### src/hw/rtl/bmf_pkg.sv
// Shared types and constants for the box mean filter.
// No dependencies; every other file of the block but the macro header uses it.
`timescale 1ns / 1ps
`default_nettype none

package bmf_pkg;

  localparam int MAX_PADDED_WIDTH_DEF = 1024;
  localparam int PIXEL_BITS_DEF       = 16;

  localparam int IO_PIX_BITS   = 16;
  localparam int IMG_W_BITS    = 10;
  localparam int IMG_H_BITS    = 13;
  localparam int RADIUS_BITS   = 2;
  localparam int CFG_IDX_BITS  = 2;
  localparam int CFG_DATA_BITS = 13;
  localparam int MAX_HEIGHT    = 4096;

  // Front-to-back queue.
  localparam int QUEUE_DEPTH    = 8;
  localparam int QUEUE_PTR_BITS = $clog2(QUEUE_DEPTH);
  localparam int QUEUE_CNT_BITS = $clog2(QUEUE_DEPTH + 1);

  typedef enum logic [CFG_IDX_BITS-1:0] {
    CFG_IMAGE_WIDTH   = 2'd0,
    CFG_IMAGE_HEIGHT  = 2'd1,
    CFG_WINDOW_RADIUS = 2'd2
  } cfg_idx_e;

  typedef struct packed {
    logic [IMG_W_BITS-1:0]  image_width;
    logic [IMG_H_BITS-1:0]  image_height;
    logic [RADIUS_BITS-1:0] window_radius;
  } cfg_t;

  // Per-result side info carried with the window sum.
  typedef struct packed {
    logic r5;
    logic row_end;
    logic frame_end;
  } win_flags_t;

endpackage

`default_nettype wire

### src/hw/rtl/bmf_fifo.sv
// Short queue between front and back of the box mean filter.
// Depth from bmf_pkg; register storage with one read pointer.
`timescale 1ns / 1ps
`default_nettype none

module bmf_fifo #(
  parameter int WIDTH = 24
) (
  input  wire logic                               clk_i,
  input  wire logic                               rst_ni,
  input  wire logic                               push_i,
  input  wire logic [WIDTH-1:0]                   data_i,
  input  wire logic                               pop_i,
  output logic                                    valid_o,
  output logic [WIDTH-1:0]                        data_o,
  output logic [bmf_pkg::QUEUE_CNT_BITS-1:0]      cnt_o
);

  logic [WIDTH-1:0]                     slot_q [bmf_pkg::QUEUE_DEPTH];
  logic [bmf_pkg::QUEUE_PTR_BITS-1:0]   wr_ptr_q, rd_ptr_q;
  logic [bmf_pkg::QUEUE_CNT_BITS-1:0]   cnt_q;
  logic                                 do_pop;

  assign valid_o = cnt_q != '0;
  assign data_o  = slot_q[rd_ptr_q];
  assign cnt_o   = cnt_q;
  assign do_pop  = pop_i && valid_o;

  always_ff @(posedge clk_i or negedge rst_ni) begin
    if (!rst_ni) begin
      wr_ptr_q <= '0;
      rd_ptr_q <= '0;
      cnt_q    <= '0;
    end else begin
      if (push_i) begin
        wr_ptr_q <= wr_ptr_q + 1'b1;
      end
      if (do_pop) begin
        rd_ptr_q <= rd_ptr_q + 1'b1;
      end
      cnt_q <= cnt_q + bmf_pkg::QUEUE_CNT_BITS'(push_i)
                     - bmf_pkg::QUEUE_CNT_BITS'(do_pop);
    end
  end

  always_ff @(posedge clk_i) begin
    if (push_i) begin
      slot_q[wr_ptr_q] <= data_i;
    end
  end

endmodule

`default_nettype wire

### config.mk
export PLATFORM = sky130hd
export DESIGN_NAME = bmf_fifo
export DESIGN_NICKNAME = d
export VERILOG_FILES = /design/src/hw/rtl/bmf_pkg.sv /design/src/hw/rtl/bmf_fifo.sv
export SDC_FILE = /design/constraint.sdc
export NUM_CORES = 1
export LEC_CHECK = 0
export ABC_CLOCK_PERIOD_IN_PS = 2610
export BUFFER_PORTS_ARGS = -buffer_cell sky130_fd_sc_hd__buf_2
export CORE_UTILIZATION = 54
export CTS_CLUSTER_SIZE = 24
export DETAILED_ROUTE_END_ITERATION = 16
export GPL_TIMING_DRIVEN = 1
export PLACE_DENSITY = 0.76
export SLEW_MARGIN = 10
export SYNTH_ARGS = -nofsm -noshare
export SYNTH_HDL_FRONTEND = slang
export SYNTH_SLANG_ARGS = --single-unit
### constraint.sdc
create_clock -name clk_i -period 2.61 [get_ports clk_i]
set_input_delay 0.261 -clock clk_i [delete_from_list [all_inputs] [get_ports clk_i]]
set_output_delay 0.261 -clock clk_i [all_outputs]
set_load 0.1 [all_outputs]
==> out/results.txt, run 1 <==
Critical Path Fanout Max - 16
Cell Area, Synth - 7810 µm²
WHS Endpoint - slot_q[5][23]
startpoint types - register
Iter 0 DRT Violations - 242
WP data required - 2350 ps
I/O pins - 57
CP Capture Type - output pin
FF-to-FF setup slack - 210 ps
Chip Width - 122 µm
register area share after synthesis - 0.770
syn_area_per_cell - 23.5 µm²
CP startpoint - rd_ptr_q[0]
final worst clock skew - 11.3 ps
gp weighted congestion - 0.730
# rows - 43
gr ovfl total - 0
Crit path buffers/inverters - 2
Critical Path AT - 2280 ps
Synth cell types - 23
worst reg2reg path depth - 11
WHS - 53.7 ps
initial core utilization - 0.559
routed vias/inst - 5.71
area grow syn2layout - 16.5%
TritonCTS clock tree - yes
vias in the first global route - 3,652
clk sink count - 202
most instantiated library cell after synthesis - edfxtp_1
DP HPWL - 7610 µm
Synth top cells by count - edfxtp_1, mux4_2, mux2_2
Synth warnings - 0
post-layout util - 0.651
worst slew pin tran - 515 ps
Post-synth ARST share - 0.0495
Fin. Hold Viols - 0
max cap viols - 0
post-route clock period utilization - 0.975
leading area contributor after synthesis - edfxtp_1
hold path cells - 1
Worst Hold Launch - data_i[23]
largest net degree at the start of global routing - 30
I/O Buffers - 56
global-route wire length before repair - 20,600 µm
most used flip-flop cell after synthesis - edfxtp_1
drt first pass iters - 5
final WL - 13,600 µm
DIE AREA - 15,000 µm²
net count reported at finish - 451
Max Slew Vio Count - 0
FF+latch count, synth - 202
register clock-pin slew on the reported worst setup and hold paths - 60 ps
CP top delay family - multiplexers
CTS max path bufs - 3
Fmax achieved - 393 MHz
CP max stage delay - 520 ps
unrepaired setup endpoints after global routing - yes
syn nets - 368
run status - finished, final reports clean
Synth Instances - 332
clk root buf - clkbuf_16
worst r2r dst - cnt_o[1]
Vias - 3,486
latest clock arrival within the worst-skew pair - 470 ps
core footprint - 14,000 µm²
EDFF count, synth - 192
Antenna Violating Nets Remaining - 0
critical path class - register to output pin
Tmin final - 2550 ps
Setup-failing EPs final - 0
slowest CP cell - mux4_2
Slew headroom - 0.659
initial antenna violation count - 0
Die Y - 122 µm
Residual DRC - 0
critical-path cell list - buf_12 > mux4_2 > mux2_2 > clkbuf_4
CTS H-tree lvls - 1
worst r2r src - cnt_o[2]
routed len/inst - 22.2 µm
CTS buffer count - 21
Hold/Removal Path Class - input port to register
GRT Overall Usage - 0.190
Filler Cell Count - 931
share of the synthesized area in the top cell type - 0.738
layout cells sized above 1 - 0.445
synth top area cells - edfxtp_1, mux4_2, dfrtp_1
[layout by cell type, fill, tap and decap left out, types with 3 or more instances in the layout]
master / netlist / layout
edfxtp_1: 192 / 192
dfrtp_2: 0 / 4
dfrtp_1: 10 / 4
mux2_4: 10 / 10
ha_1: 7 / 7
mux2_2: 16 / 16
mux4_2: 48 / 48
inv_1: 9 / 8
buf_2: 6 / 46
clkbuf_1: 2 / 8
nand2b_1: 3 / 3
clkbuf_16: 0 / 22
buf_4: 0 / 16
clkbuf_4: 0 / 7
nand2_1: 4 / 3
nor2_2: 0 / 6
xnor2_1: 4 / 4
clkinv_2: 0 / 4
[logic make-up after synthesis]
| logic type | synth area share |
|---|---|
| fa+ha+maj | 0.0138 |
| flops | 0.770 |
| compound gates | 0.00160 |
| simple gates | 0.0102 |
| xor+xnor | 0.00673 |
| mux | 0.181 |
| buf+inv | 0.0171 |
[metrics by stage]
stage / TNS, ps / cell area [µm²] / setup slack, ps / std cells
after floorplan: -153 / 7830 / -78.6 / 332
after global placement: 0 / 8420 / 280 / 569
after detailed placement: 0 / 8420 / 225 / 569
after CTS: 0 / 9050 / 3.33 / 608
after global routing: -4.66 / 9100 / -4.66 / 609
final: 0 / 9100 / 64.8 / 610
[worst reg2reg max path, stage by stage, from the launching register on]
cell	delay (ps)
dfrtp_4	470
inv_2	60
ha_1	130
or3b_4	390
nand2_2	100
inv_1	50
ha_1	260
inv_1	50
ha_1	150
inv_1	60
fa_1	520
inv_1	50
[layout make-up]
type / count / area, µm² / area share
Sequential cell: 202 / 6030 / 0.662
Multi-Input combinational cell: 107 / 1700 / 0.187
Clock buffer: 30 / 569 / 0.0626
Timing Repair Buffer: 74 / 505 / 0.0555
Tap cell: 180 / 225 / 0.0247
Clock inverter: 7 / 36.3 / 0.00399
Inverter: 9 / 33.8 / 0.00371
Antenna cell: 1 / 2.50 / 0.000275
[worst max-delay path by stage]
stage	end	slack (ps)	cells after the start
floorplan	cnt_o[2]	-80	11
global placement	cnt_o[2]	280	11
global route	data_o[18]	-5	4
detailed placement	cnt_o[2]	230	11
CTS	data_o[3]	3	4
finish	data_o[20]	60	4
[timing repair]
| action | in CTS | in global routing |
|---|---|---|
| resized for setup | 1 | 13 |
| hold buffers | 1 | 0 |
| buffers inserted | 1 | 0 |
| endpoints found under the hold margin | 10 | 0 |
| endpoints found under the setup margin | 21 | 11 |
| gates cloned | 0 | 1 |
| pin swaps | 0 | 0 |
[registers in the layout, indices dropped and copies added, names as in the netlist]
signal and cells:
rd_ptr_q 3, cnt_o 4, slot_q 192, wr_ptr_q 3
[per-layer routing]
| layer | vias to the layer above | global-route usage | wire, µm |
|---|---|---|---|
| li1 | 1541 | - | - |
| met1 | 1851 | 0.261 | 5830 |
| met2 | 82 | 0.318 | 6920 |
| met3 | 12 | 0.0404 | 684 |
| met4 | 0 | 0.0373 | 122 |
| met5 | - | 0 | 0 |
Power of run 1 is left out: the tool's default activity adds up to more than one toggle a clock period on the data nets, which glitch-free logic cannot reach.
==> inputs of run 2 (changes only) <==
--- a/config.mk
+++ b/config.mk
@@ -12,6 +12,7 @@
 export DETAILED_ROUTE_END_ITERATION = 16
 export GPL_TIMING_DRIVEN = 1
 export PLACE_DENSITY = 0.76
+export SETUP_SLACK_MARGIN = 0.3
 export SLEW_MARGIN = 10
 export SYNTH_ARGS = -nofsm -noshare
 export SYNTH_HDL_FRONTEND = slang
==> run 2 against run 1 <==
  * Register-to-register slack better by 140 ps
  * Final cell count up 2.5%
  * Utilization up 4.5 points
  * Clock-buffer cell count down 5
  * Sequential cell count unchanged
  * Routed wire length up 9.0%
  * Highest routed layer unchanged
  * First-iteration DRC count up 13%
  * Critical path depth up 1
==> out/results.txt, run 2 (same netlist as run 1, synthesis figures left out) <==
Place WS - 289 ps
slowest CP cell - mux4_2
Vias - 3,630
layout cells sized above 1 - 0.483
CTS H-tree lvls - 1
core footprint - 14,000 µm²
Fin. Hold Viols - 0
Setup-failing EPs final - 0
GRT Overall Usage - 0.208
CP top delay family - multiplexers
run status - finished, final reports clean
drt first pass iters - 4
gp weighted congestion - 0.685
vias in the first global route - 3,875
I/O pins - 57
max reg flops - 192
critical path class - register to output pin
routed vias/inst - 5.81
CTS max path bufs - 3
Max Slew Vio Count - 0
clk sink count - 202
area grow syn2layout - 24.5%
Antenna Violating Nets Remaining - 0
Crit path buffers/inverters - 3
routed len/inst - 23.6 µm
Critical Path Fanout Max - 6
net count reported at finish - 467
DIE AREA - 15,000 µm²
setup TNS - 0 ps
Die Y - 122 µm
worst slew pin tran - 503 ps
final WL - 14,800 µm
# rows - 43
Hold/Removal Path Class - input port to register
Critical Path AT - 2230 ps
CP Capture Type - output pin
post-route clock period utilization - 0.956
TritonCTS clock tree - yes
setup ws final - 116 ps
CP max stage delay - 520 ps
final worst clock skew - 10.8 ps
register clock-pin slew on the reported worst setup and hold paths - 60 ps
startpoint types - register
DP HPWL - 8100 µm
unrepaired setup endpoints after global routing - yes
commonest cells after routing, fill and taps aside - edfxtp_1, mux4_2, buf_2
Chip Width - 122 µm
WP data required - 2350 ps
Slew headroom - 0.664
Iter 0 DRT Violations - 274
most common cell after layout, fill and taps aside - edfxtp_1
initial core utilization - 0.559
critical-path cell list - buf_6 > buf_16 > mux4_2 > mux2_4 > buf_12
gr ovfl total - 0
register name with the most flops - slot_q
initial antenna violation count - 0
Residual DRC - 0
largest net degree at the start of global routing - 33
max cap viols - 0
latest clock arrival within the worst-skew pair - 490 ps
# diodes - 0
global-route wire length before repair - 22,100 µm
Tmin final - 2490 ps
CTS buffer count - 21
WHS - 40.2 ps
clk root buf - clkbuf_16
I/O Buffers - 56
Fmax achieved - 401 MHz
## run 2: changes by cell type in the layout (fill, tap and decap cells not counted), moves of 5 or more
cell      delta
buf_2       -14
buf_4        +8
mux2_2      -10
buf_6        +5
clkbuf_4     -7
mux2_4      +10
buf_12      +20
## run 2: timing repair
| action | 4_1_cts | 5_1_grt |
|---|---|---|
| endpoints found under the hold margin | 10 | 0 |
| pin swaps | 1 | 2 |
| hold buffers | 1 | 0 |
| setup endpoints to repair | 26 | 27 |
| gates resized for setup | 105 | 5 |
| setup buffers | 8 | 0 |
| cloned | 3 | 0 |
## run 2: area by class of cell
cell class,instances,area (µm²)
Clock inverter,12,109
Fill cell,860,4260
Timing Repair Buffer,90,992
Sequential cell,202,6030
Clock buffer,25,541
Multi-Input combinational cell,107,1790
Inverter,9,36.3
Tap cell,180,225
## run 2: path summary, 6_finish.rpt
kind,start,end,slack [ps],cells past startpoint
max in group asynchronous,rst_ni,cnt_o[2],2230,2
setup reg to reg,cnt_o[2],cnt_o[1],350,11
hold reg to reg,wr_ptr_q[1],wr_ptr_q[1],580,1
setup / recovery,rd_ptr_q[0],data_o[1],120,5
min in group asynchronous,rst_ni,rd_ptr_q[2],160,2
hold / removal,data_i[3],slot_q[5][3],40,1
## run 2: stage by stage
stage                     std cells   util  cell area (µm²)
final                           625  0.695             9730
after global routing            625  0.695             9730
after CTS                       625  0.694             9700
after detailed placement        576  0.609             8520
after global placement          576  0.609             8520
after floorplan                 332      -             7880
## run 2: worst reg2reg max path: stages, from the launching register on
cell and delay, ps:
dfrtp_4 470, inv_2 90, ha_4 130, or3b_4 390, nand2_4 70, inv_2 40
ha_4 210, inv_4 60, ha_4 110, inv_1 40, fa_2 510, inv_1 30
## run 2: metal layers
metal  wire length [µm]  up-vias  GRT usage
li1                   -     1574          -
met1               5990     1922      0.276
met2               7770      108      0.353
met3                752       26     0.0349
met4                263        0     0.0655
met5                  0        -          0
Power of run 2 is left out for the same reason.
